`src/mrmr_pkg.sv`:
```
package mrmr_pkg;

  localparam int CHANNELS    = 8;
  localparam int SAMPLE_BITS = 12;
  localparam int CH_W        = 3;
  localparam int SAMPLE_W    = 12;
  localparam int ADDR_W      = (CHANNELS > 1) ? $clog2(CHANNELS) : 1;
  localparam int COUNT_W     = 16;
  localparam int N_W         = COUNT_W + 1;
  localparam int FS_W        = 14;
  localparam int MV_W        = 14;
  localparam int PROD_W      = SAMPLE_BITS + FS_W;
  localparam int DIV_CNT_W   = $clog2(SAMPLE_BITS + 1);

  localparam int IN_DATA_W   = 16;
  localparam int OUT_DATA_W  = 24;
  localparam int CFG_IDX_W   = 1;
  localparam int CFG_DATA_W  = 16;

  localparam logic [COUNT_W-1:0] RPR_RESET = COUNT_W'(4000);
  localparam logic [FS_W-1:0]    FS_RESET  = FS_W'(3300);

  // channel limit, one bit wider than the channel field
  localparam logic [CH_W:0]       CH_LIMIT  = (CH_W + 1)'(CHANNELS);
  localparam logic [CH_W-1:0]     CH_FINAL  = CH_W'(CHANNELS - 1);
  localparam logic [ADDR_W-1:0]   ADDR_LAST = ADDR_W'(CHANNELS - 1);

  localparam logic [CFG_IDX_W-1:0] REG_ROUNDS_PER_REPORT = 1'd0;
  localparam logic [CFG_IDX_W-1:0] REG_FULL_SCALE_MV     = 1'd1;

  typedef enum logic [2:0] {
    ST_IDLE,
    ST_READ,
    ST_DIV,
    ST_WRITE,
    ST_RPT_READ,
    ST_RPT_MUL,
    ST_RPT_LOAD
  } state_t;

  typedef struct packed {
    logic                   rd;
    logic [ADDR_W-1:0]      raddr;
    logic                   wr;
    logic [ADDR_W-1:0]      waddr;
    logic [SAMPLE_BITS-1:0] wdata;
    logic                   clr;
  } ram_req_t;

endpackage

```
`src/mrmr_mean_ram.sv`:
```
module mrmr_mean_ram
  import mrmr_pkg::*;
(
  input  logic                   clk,
  input  logic                   rst,
  input  ram_req_t               req,
  output logic [SAMPLE_BITS-1:0] rdata
);

  logic [SAMPLE_BITS-1:0] mem [CHANNELS];
  logic [CHANNELS-1:0]    valid;
  logic [SAMPLE_BITS-1:0] rd_word;
  logic                   rd_valid;

  always_ff @(posedge clk) begin
    if (req.wr) begin
      mem[req.waddr] <= req.wdata;
    end
    if (req.rd) begin
      rd_word <= mem[req.raddr];
    end
  end

  // an entry not written since reset or the last report reads as zero
  always_ff @(posedge clk) begin
    if (rst) begin
      valid    <= '0;
      rd_valid <= 1'b0;
    end else begin
      if (req.clr) begin
        valid <= '0;
      end else if (req.wr) begin
        valid[req.waddr] <= 1'b1;
      end
      if (req.rd) begin
        rd_valid <= valid[req.raddr];
      end
    end
  end

  assign rdata = rd_valid ? rd_word : '0;

endmodule

```
`src/mrmr_div.sv`:
```
module mrmr_div
  import mrmr_pkg::*;
(
  input  logic                   clk,
  input  logic                   rst,
  input  logic                   start,
  input  logic [SAMPLE_BITS-1:0] dividend,
  input  logic [N_W-1:0]         divisor,
  output logic                   done,
  output logic [SAMPLE_BITS-1:0] quotient
);

  logic                   busy;
  logic [DIV_CNT_W-1:0]   cnt;
  logic [SAMPLE_BITS-1:0] acc;
  logic [SAMPLE_BITS-1:0] rem;
  logic [SAMPLE_BITS:0]   shifted;
  logic [N_W-1:0]         diff;
  logic                   fits;

  // restoring division, one quotient bit a cycle, quotient shifts into acc
  always_comb begin
    shifted = {rem, acc[SAMPLE_BITS-1]};
    fits    = N_W'(shifted) >= divisor;
    diff    = N_W'(shifted) - divisor;
  end

  always_ff @(posedge clk) begin
    if (start) begin
      acc <= dividend;
      rem <= '0;
      cnt <= '0;
    end else if (busy) begin
      acc <= {acc[SAMPLE_BITS-2:0], fits};
      rem <= fits ? diff[SAMPLE_BITS-1:0] : shifted[SAMPLE_BITS-1:0];
      cnt <= cnt + 1'b1;
    end
  end

  always_ff @(posedge clk) begin
    if (rst) begin
      busy <= 1'b0;
      done <= 1'b0;
    end else begin
      done <= busy && (cnt == DIV_CNT_W'(SAMPLE_BITS - 1));
      if (start) begin
        busy <= 1'b1;
      end else if (busy && (cnt == DIV_CNT_W'(SAMPLE_BITS - 1))) begin
        busy <= 1'b0;
      end
    end
  end

  assign quotient = acc;

endmodule

```
`src/mrmr_scale.sv`:
```
module mrmr_scale
  import mrmr_pkg::*;
(
  input  logic                   clk,
  input  logic                   en,
  input  logic [SAMPLE_BITS-1:0] mean,
  input  logic [FS_W-1:0]        full_scale_mv,
  output logic [MV_W-1:0]        millivolts
);

  logic [PROD_W-1:0] prod;

  assign prod = PROD_W'(mean) * PROD_W'(full_scale_mv);

  // drop the fraction below one millivolt
  always_ff @(posedge clk) begin
    if (en) begin
      millivolts <= prod[SAMPLE_BITS +: MV_W];
    end
  end

endmodule

```
`src/multichannel_running_mean_report.sv`:
```
// channel   | direction | word                                      | accepted when
// s_axis    | in        | channel, sample                           | tvalid & tready
// m_axis    | out       | report_channel, millivolts; tlast at end  | tvalid & tready
// cfg       | in        | cfg_index selects register, cfg_data      | cfg_valid & cfg_ready
//
// A sample drops s_axis_tready for read, the divide steps, seeing the divider finish and write back;
// no further sample is taken until write back, or the report that follows it, is through.
// A report steps through read, multiply and load per channel, and waits in load while m_axis stalls.
// The serial divider sets how long each sample takes; one sample is in flight at a time.
// Reset clears the means, the round count and restores both registers to defaults.
// The last report word may wait in the output register while the next sample is taken.
module multichannel_running_mean_report
  import mrmr_pkg::*;
(
  input  logic                  clk,
  input  logic                  rst,
  input  logic                  s_axis_tvalid,
  output logic                  s_axis_tready,
  input  logic [IN_DATA_W-1:0]  s_axis_tdata,   // channel[2:0], sample[14:3], zero[15]
  output logic                  m_axis_tvalid,
  input  logic                  m_axis_tready,
  output logic [OUT_DATA_W-1:0] m_axis_tdata,   // report_channel[2:0], millivolts[16:3]
  output logic                  m_axis_tlast,
  input  logic                  cfg_valid,
  output logic                  cfg_ready,
  input  logic [CFG_IDX_W-1:0]  cfg_index,
  input  logic [CFG_DATA_W-1:0] cfg_data
);

  state_t state, state_next;

  logic [COUNT_W-1:0]     rounds_per_report;
  logic [FS_W-1:0]        full_scale_mv;
  logic [COUNT_W-1:0]     round_count;
  logic [CH_W-1:0]        ch;
  logic [SAMPLE_BITS-1:0] smp;
  logic [SAMPLE_BITS-1:0] mean;
  logic                   neg;
  logic [ADDR_W-1:0]      k;

  logic                   out_valid;
  logic [CH_W-1:0]        out_ch;
  logic [MV_W-1:0]        out_mv;
  logic                   out_last;

  ram_req_t               ram_req;
  logic [SAMPLE_BITS-1:0] ram_rdata;
  logic                   div_start;
  logic                   div_done;
  logic [SAMPLE_BITS-1:0] quotient;
  logic                   scale_en;
  logic [MV_W-1:0]        scaled_mv;

  logic [CH_W-1:0]        in_ch;
  logic [SAMPLE_BITS-1:0] in_smp;
  logic                   in_take;
  logic [SAMPLE_BITS:0]   diff;
  logic [SAMPLE_BITS-1:0] diff_mag;
  logic [SAMPLE_BITS-1:0] mean_next;
  logic [N_W-1:0]         n;
  logic [N_W-1:0]         count_inc;
  logic                   round_end;
  logic                   report;
  logic                   load;
  logic                   out_free;

  assign in_ch  = s_axis_tdata[CH_W-1:0];
  assign in_smp = s_axis_tdata[CH_W +: SAMPLE_BITS];

  assign s_axis_tready = (state == ST_IDLE);
  assign in_take       = s_axis_tvalid && s_axis_tready;
  assign cfg_ready     = 1'b1;

  // signed difference, magnitude to the divider, sign kept for the update
  assign diff      = {1'b0, smp} - {1'b0, ram_rdata};
  assign diff_mag  = diff[SAMPLE_BITS] ? SAMPLE_BITS'(-diff) : diff[SAMPLE_BITS-1:0];
  assign mean_next = neg ? mean - quotient : mean + quotient;

  assign n         = N_W'(round_count) + 1'b1;
  assign count_inc = n;
  assign round_end = (ch == CH_FINAL);
  assign report    = round_end && (count_inc >= N_W'(rounds_per_report));
  assign out_free  = !out_valid || m_axis_tready;

  always_ff @(posedge clk) begin
    if (rst) begin
      state <= ST_IDLE;
    end else begin
      state <= state_next;
    end
  end

  always_comb begin
    state_next    = state;
    ram_req       = '0;
    div_start     = 1'b0;
    scale_en      = 1'b0;
    load          = 1'b0;
    case (state)
      ST_IDLE: begin
        ram_req.raddr = in_ch[ADDR_W-1:0];
        // drop samples of channels that do not exist
        if (in_take && ({1'b0, in_ch} < CH_LIMIT)) begin
          ram_req.rd = 1'b1;
          state_next = ST_READ;
        end
      end
      ST_READ: begin
        div_start  = 1'b1;
        state_next = ST_DIV;
      end
      ST_DIV: begin
        if (div_done) begin
          state_next = ST_WRITE;
        end
      end
      ST_WRITE: begin
        ram_req.wr    = 1'b1;
        ram_req.waddr = ch[ADDR_W-1:0];
        ram_req.wdata = mean_next;
        state_next    = report ? ST_RPT_READ : ST_IDLE;
      end
      ST_RPT_READ: begin
        ram_req.rd    = 1'b1;
        ram_req.raddr = k;
        state_next    = ST_RPT_MUL;
      end
      ST_RPT_MUL: begin
        scale_en   = 1'b1;
        state_next = ST_RPT_LOAD;
      end
      ST_RPT_LOAD: begin
        if (out_free) begin
          load = 1'b1;
          if (k == ADDR_LAST) begin
            ram_req.clr = 1'b1;
            state_next  = ST_IDLE;
          end else begin
            state_next = ST_RPT_READ;
          end
        end
      end
      default: begin
        state_next = ST_IDLE;
      end
    endcase
  end

  always_ff @(posedge clk) begin
    if (in_take) begin
      ch  <= in_ch;
      smp <= in_smp;
    end
    if (state == ST_READ) begin
      mean <= ram_rdata;
      neg  <= diff[SAMPLE_BITS];
    end
  end

  always_ff @(posedge clk) begin
    if (rst) begin
      rounds_per_report <= RPR_RESET;
      full_scale_mv     <= FS_RESET;
    end else if (cfg_valid && cfg_ready) begin
      case (cfg_index)
        REG_ROUNDS_PER_REPORT: rounds_per_report <= cfg_data[COUNT_W-1:0];
        REG_FULL_SCALE_MV:     full_scale_mv     <= cfg_data[FS_W-1:0];
        default: ;
      endcase
    end
  end

  always_ff @(posedge clk) begin
    if (rst) begin
      round_count <= '0;
      k           <= '0;
    end else begin
      if ((state == ST_WRITE) && round_end) begin
        round_count <= report ? '0 : count_inc[COUNT_W-1:0];
      end
      if (state == ST_WRITE) begin
        k <= '0;
      end else if (load) begin
        k <= k + 1'b1;
      end
    end
  end

  // output register: hold the word until taken
  always_ff @(posedge clk) begin
    if (rst) begin
      out_valid <= 1'b0;
    end else if (load) begin
      out_valid <= 1'b1;
    end else if (m_axis_tready) begin
      out_valid <= 1'b0;
    end
  end

  always_ff @(posedge clk) begin
    if (load) begin
      out_ch   <= CH_W'(k);
      out_mv   <= scaled_mv;
      out_last <= (k == ADDR_LAST);
    end
  end

  assign m_axis_tvalid = out_valid;
  assign m_axis_tlast  = out_last;
  assign m_axis_tdata  = {{(OUT_DATA_W - CH_W - MV_W){1'b0}}, out_mv, out_ch};

  mrmr_mean_ram u_ram (
    .clk   (clk),
    .rst   (rst),
    .req   (ram_req),
    .rdata (ram_rdata)
  );

  mrmr_div u_div (
    .clk      (clk),
    .rst      (rst),
    .start    (div_start),
    .dividend (diff_mag),
    .divisor  (n),
    .done     (div_done),
    .quotient (quotient)
  );

  mrmr_scale u_scale (
    .clk           (clk),
    .en            (scale_en),
    .mean          (ram_rdata),
    .full_scale_mv (full_scale_mv),
    .millivolts    (scaled_mv)
  );

endmodule

```
`config.mk`:
```
export PLATFORM = sky130hd
export DESIGN_NAME = multichannel_running_mean_report
export DESIGN_NICKNAME = d
export VERILOG_FILES = /design/src/mrmr_pkg.sv /design/src/mrmr_mean_ram.sv /design/src/mrmr_div.sv /design/src/mrmr_scale.sv /design/src/multichannel_running_mean_report.sv
export SDC_FILE = /design/constraint.sdc
export NUM_CORES = 1
export LEC_CHECK = 0
export BUFFER_PORTS_ARGS = -buffer_cell sky130_fd_sc_hd__buf_2
export CORE_MARGIN = 5
export CORE_UTILIZATION = 44
export DETAILED_ROUTE_END_ITERATION = 8
export GPL_TIMING_DRIVEN = 0
export HOLD_SLACK_MARGIN = 0.15
export SYNTH_ARGS = -nofsm -noshare
export SYNTH_HDL_FRONTEND = slang
export SYNTH_HIERARCHICAL = 1
export SYNTH_SLANG_ARGS = --single-unit
```
`constraint.sdc`:
```
create_clock -name clk -period 11.3 [get_ports clk]
set_input_delay 1.13 -clock clk [delete_from_list [all_inputs] [get_ports clk]]
set_output_delay 1.13 -clock clk [all_outputs]
set_load 0.1 [all_outputs]
```
==> implementation parameters <==
Parameter                              Value

Clock network
  Clock edge transition at the registers on the reported setup and hold paths ... 60 ps
  Root cell of the clock tree ... sky130_fd_sc_hd__clkbuf_16
  TritonCTS sink count ... 260
  Clk Latency, worst-skew pair ... 580 ps
  TritonCTS Buffers ... 29
  Clock tree from TritonCTS ... yes
  Setup Buffers After CTS ... 0
  Quantity of hold-fixing buffers added after cts ... 0
  Number of levels the H-tree was split into ... 1
  Post-cts resize count ... 0
  Buffer levels on the longest clock path ... 3

Cells and area
  Share of cells above drive strength 1 ... 0.0983
  Number of nets in the finished design ... 2,036
  Filler cells ... 3,688
  Synthesis-to-finish area growth ... 11.3%

Worst setup path
  CP max FO ... 10
  Top cell family by delay on the critical path ... adder cells
  Kind of end point of the critical path ... flop
  Crit-path slowest cell ... sky130_fd_sc_hd__fa_1
  Sum of buffers and inverters on the critical path ... 5
  Cell-by-cell listing of the critical path ... clkbuf_1 -> and2_1 -> clkbuf_1 -> nand2_1 -> fa_1 -> fa_1 -> inv_1 -> fa_1 -> fa_1 -> inv_1 -> fa_1 -> inv_1 -> ha_1 -> a21oi_1 -> o21ai_0 -> a21oi_2 -> o21ai_0 -> a21oi_1 -> xnor2_1
  Max incr delay on CP ... 550 ps
  Worst Path Class, Setup ... flop to flop
  Required time of the critical path ... 11,620 ps
  Most frequent cell on the critical path ... sky130_fd_sc_hd__fa_1
  Kind of launch point of the worst setup path ... flop
  CP Data Arrival Time ... 6990 ps

Place
  HPWL after DPL ... between 30,000 and 40,000 µm
  IO Port Bufs ... 56
  Routability congestion estimate ... 0.846

Synth
  Prevailing post-synth register cell ... sky130_fd_sc_hd__edfxtp_1
  Count of flip-flops with a built-in enable after synthesis ... 180
  Cell types with the largest area share after synthesis ... sky130_fd_sc_hd__edfxtp_1 (30%), sky130_fd_sc_hd__fa_1 (14%), sky130_fd_sc_hd__dfxtp_1 (9.0%)
  Post-synthesis area per instance ... 10.7 µm²
  Synth top area share ... 0.304
  Count leader, synth ... sky130_fd_sc_hd__inv_1
  Async set-or-reset flop fraction in the synthesized netlist ... 0
  Unique cell type count in the Yosys netlist ... 72
  Leading area contributor after synthesis ... sky130_fd_sc_hd__edfxtp_1
  Most numerous cell types in the synthesized netlist ... sky130_fd_sc_hd__inv_1 (207), sky130_fd_sc_hd__nand2_1 (200), sky130_fd_sc_hd__edfxtp_1 (180)
  Yosys warns ... 6
  Number of synthesized register bits ... 260
  Post-synthesis instance total ... 1,661
  Register area share after synthesis ... 0.394
  Area of the mapped netlist ... 17,800 µm²

Timing
  Slew of the pin with the lowest slew margin ... 1180 ps
  Post-route clock skew ... 9.95 ps
  Max transition margin ... 0.213
  Final clock period utilization by the worst path ... 0.590
  Time the final worst path needs with I/O delays and setup ... 6670 ps
  Total negative slack for setup checks ... 0 ps
  F_max ... about 0.15 GHz
  RSZ-0062 raised after global routing ... false
  Final hold viol count ... 0
  Setup-failing EPs final ... 0
  Final Max Tran Viols ... 0

Pwr
  Peak ir drop on the vdd network ... 0.120 mV
  Power per cell area ... 145 nW/µm²
  Static Leakage ... 8.19 nW
  Pwr Total ... ~0.0029 W

GRT
  Wire length of the first global-routing pass ... 66,500 µm
  Pin count of the biggest net entering global routing ... 23
  Global route overflow ... 0
  Vias in the first global route ... around 12k
  Number of antenna violations at the first check in global routing ... 0
  Global-route usage over all layers ... 0.187

Min path
  Hold WC Path Type ... flop to flop

Outcome
  Run status ... completed

Die
  Die boundary height ... 211 µm
  Width of the die ... 211 µm
  Core Rows ... 73
  Top-level I/O count ... 66
  Die footprint ... 44,500 µm²
  Placeable Area ... 39,800 µm²
  Initial Utilization ... 0.446

Route
  Routed Wire Length ... roughly 42,000 µm
  DRC violation count after routing ... 0
  Routed len/inst ... 18.2 µm
  Iteration-0 DRC Markers ... 790
  Number of search-and-repair iterations in the first detailed-routing pass ... 5
  Antenna Violating Nets Remaining ... 0
  Via density ... roughly 5.3
  Vias after detailed routing ... 12.2k

Job
  Max_cap viols ... 0
-- cell usage in the layout (no fill, tap or decap), types with 5 or more instances in the layout --
cell                        instances
sky130_fd_sc_hd__a21oi_1           75
sky130_fd_sc_hd__a211oi_1          11
sky130_fd_sc_hd__mux4_1            22
sky130_fd_sc_hd__a211o_1            9
sky130_fd_sc_hd__nor2_2             6
sky130_fd_sc_hd__clkbuf_1          70
sky130_fd_sc_hd__and3_1            10
sky130_fd_sc_hd__nor3_1            21
sky130_fd_sc_hd__a31oi_1           12
sky130_fd_sc_hd__fa_1             122
sky130_fd_sc_hd__clkinv_2           5
sky130_fd_sc_hd__mux2i_1           17
sky130_fd_sc_hd__nand3_1           23
sky130_fd_sc_hd__a21o_1            12
sky130_fd_sc_hd__o21a_1            23
sky130_fd_sc_hd__o211ai_1           7
sky130_fd_sc_hd__buf_6              7
sky130_fd_sc_hd__nand3b_1          13
sky130_fd_sc_hd__and2_1            86
sky130_fd_sc_hd__nor2_1            74
sky130_fd_sc_hd__conb_1             8
sky130_fd_sc_hd__o21ai_0           28
sky130_fd_sc_hd__inv_1            207
sky130_fd_sc_hd__nand2_1          200
sky130_fd_sc_hd__nor4_1             6
sky130_fd_sc_hd__edfxtp_1         180
sky130_fd_sc_hd__nand4_1           22
sky130_fd_sc_hd__ha_1             118
sky130_fd_sc_hd__buf_2             59
sky130_fd_sc_hd__nand2b_1          11
sky130_fd_sc_hd__xor2_1            23
sky130_fd_sc_hd__clkbuf_16         29
sky130_fd_sc_hd__mux2_2            24
sky130_fd_sc_hd__buf_1              5
sky130_fd_sc_hd__nor2b_1           17
sky130_fd_sc_hd__buf_4              8
sky130_fd_sc_hd__xnor2_1           52
sky130_fd_sc_hd__dfxtp_1           80
-- final cells by class --
| cell class | instances | area, µm² | share of cell area |
|---|---|---|---|
| antenna | 1 | 2.50 | 0.000127 |
| clock buffer | 41 | 792 | 0.0400 |
| timing repair buffer | 60 | 325 | 0.0164 |
| multi-input combinational | 1118 | 9670 | 0.489 |
| clock inverter | 13 | 183 | 0.00924 |
| inverter | 208 | 781 | 0.0395 |
| sequential | 260 | 7010 | 0.354 |
| tap | 525 | 657 | 0.0332 |
| buffer | 81 | 362 | 0.0183 |
-- cells by family (layout without fill, tap and decap cells) --
| logic type | count (synthesis) | after routing | share of synthesized area |
|---|---|---|---|
| AND/OR/NAND/NOR | 515 | 515 | 0.142 |
| buffers and inverters | 289 | 403 | 0.0642 |
| flip-flops | 260 | 260 | 0.394 |
| adder cells (fa/ha/maj) | 240 | 240 | 0.221 |
| AO/OA/AOI/OAI | 214 | 214 | 0.0805 |
| XOR/XNOR | 75 | 75 | 0.0370 |
| multiplexers | 66 | 66 | 0.0611 |
| other | 2 | 9 | 0.000423 |
-- through the flow --
step	instances	utilization	setup WS, ps	instance area [µm²]	hold WS (ps)
global route	2306	0.497	4260	19800	420
detailed placement	2251	0.472	4610	18800	405
finish	2307	0.497	4630	19800	417
global placement	2248	0.470	4700	18700	403
floorplan	1667	-	5930	17800	400
CTS	2305	0.496	4580	19800	419
-- registers in the layout, indices dropped and copies added, names as in the netlist, 3 cells and up --
signal and flops:
u_scale/millivolts 14, ch 3, full_scale_mv 14, out_ch 3
u_ram/mem 96, u_ram/rd_word 12, u_div/cnt 4, round_count 16
mean 12, u_div/quotient 12, smp 12, out_mv 14
k 3, u_div/rem 12, rounds_per_report 16, state 3
u_ram/valid 8
-- metal layers --
metal	wire length, µm	track usage	up-vias
li1	-	-	5835
met1	18200	0.249	6061
met2	20800	0.323	242
met3	1780	0.0273	76
met4	1100	0.0481	0
met5	0	0	-
-- where the power goes --
part,internal [W],switching [W]
combinational,0.000329,0.000456
clock,0.000581,0.000393
sequential,0.00107,0.0000359
total,0.00198,0.000885
-- worst register-to-register path: cells and delay by family, from the launching register on --
| family | cells | cell delay, ps |
|---|---|---|
| fa+ha+maj | 6 | 2910 |
| compound gates | 5 | 1390 |
| buf+inv | 5 | 990 |
| simple gates | 2 | 700 |
| flops | 1 | 360 |
| xor+xnor | 1 | 100 |
-- worst paths after layout --
path                                                        from                               end  slack, ps  depth (start not counted)
worst min-delay path            u_scale/millivolts[11]$_DFFE_PP_              out_mv[11]$_DFFE_PP_        420                          0
worst min register to register  u_scale/millivolts[11]$_DFFE_PP_              out_mv[11]$_DFFE_PP_        420                          0
worst max-delay path                 u_ram/rd_valid$_SDFFE_PP0P_  u_scale/millivolts[10]$_DFFE_PP_       4630                         19
worst max register to register       u_ram/rd_valid$_SDFFE_PP0P_  u_scale/millivolts[10]$_DFFE_PP_       4630                         19
Power figures use the tool's default switching activity.
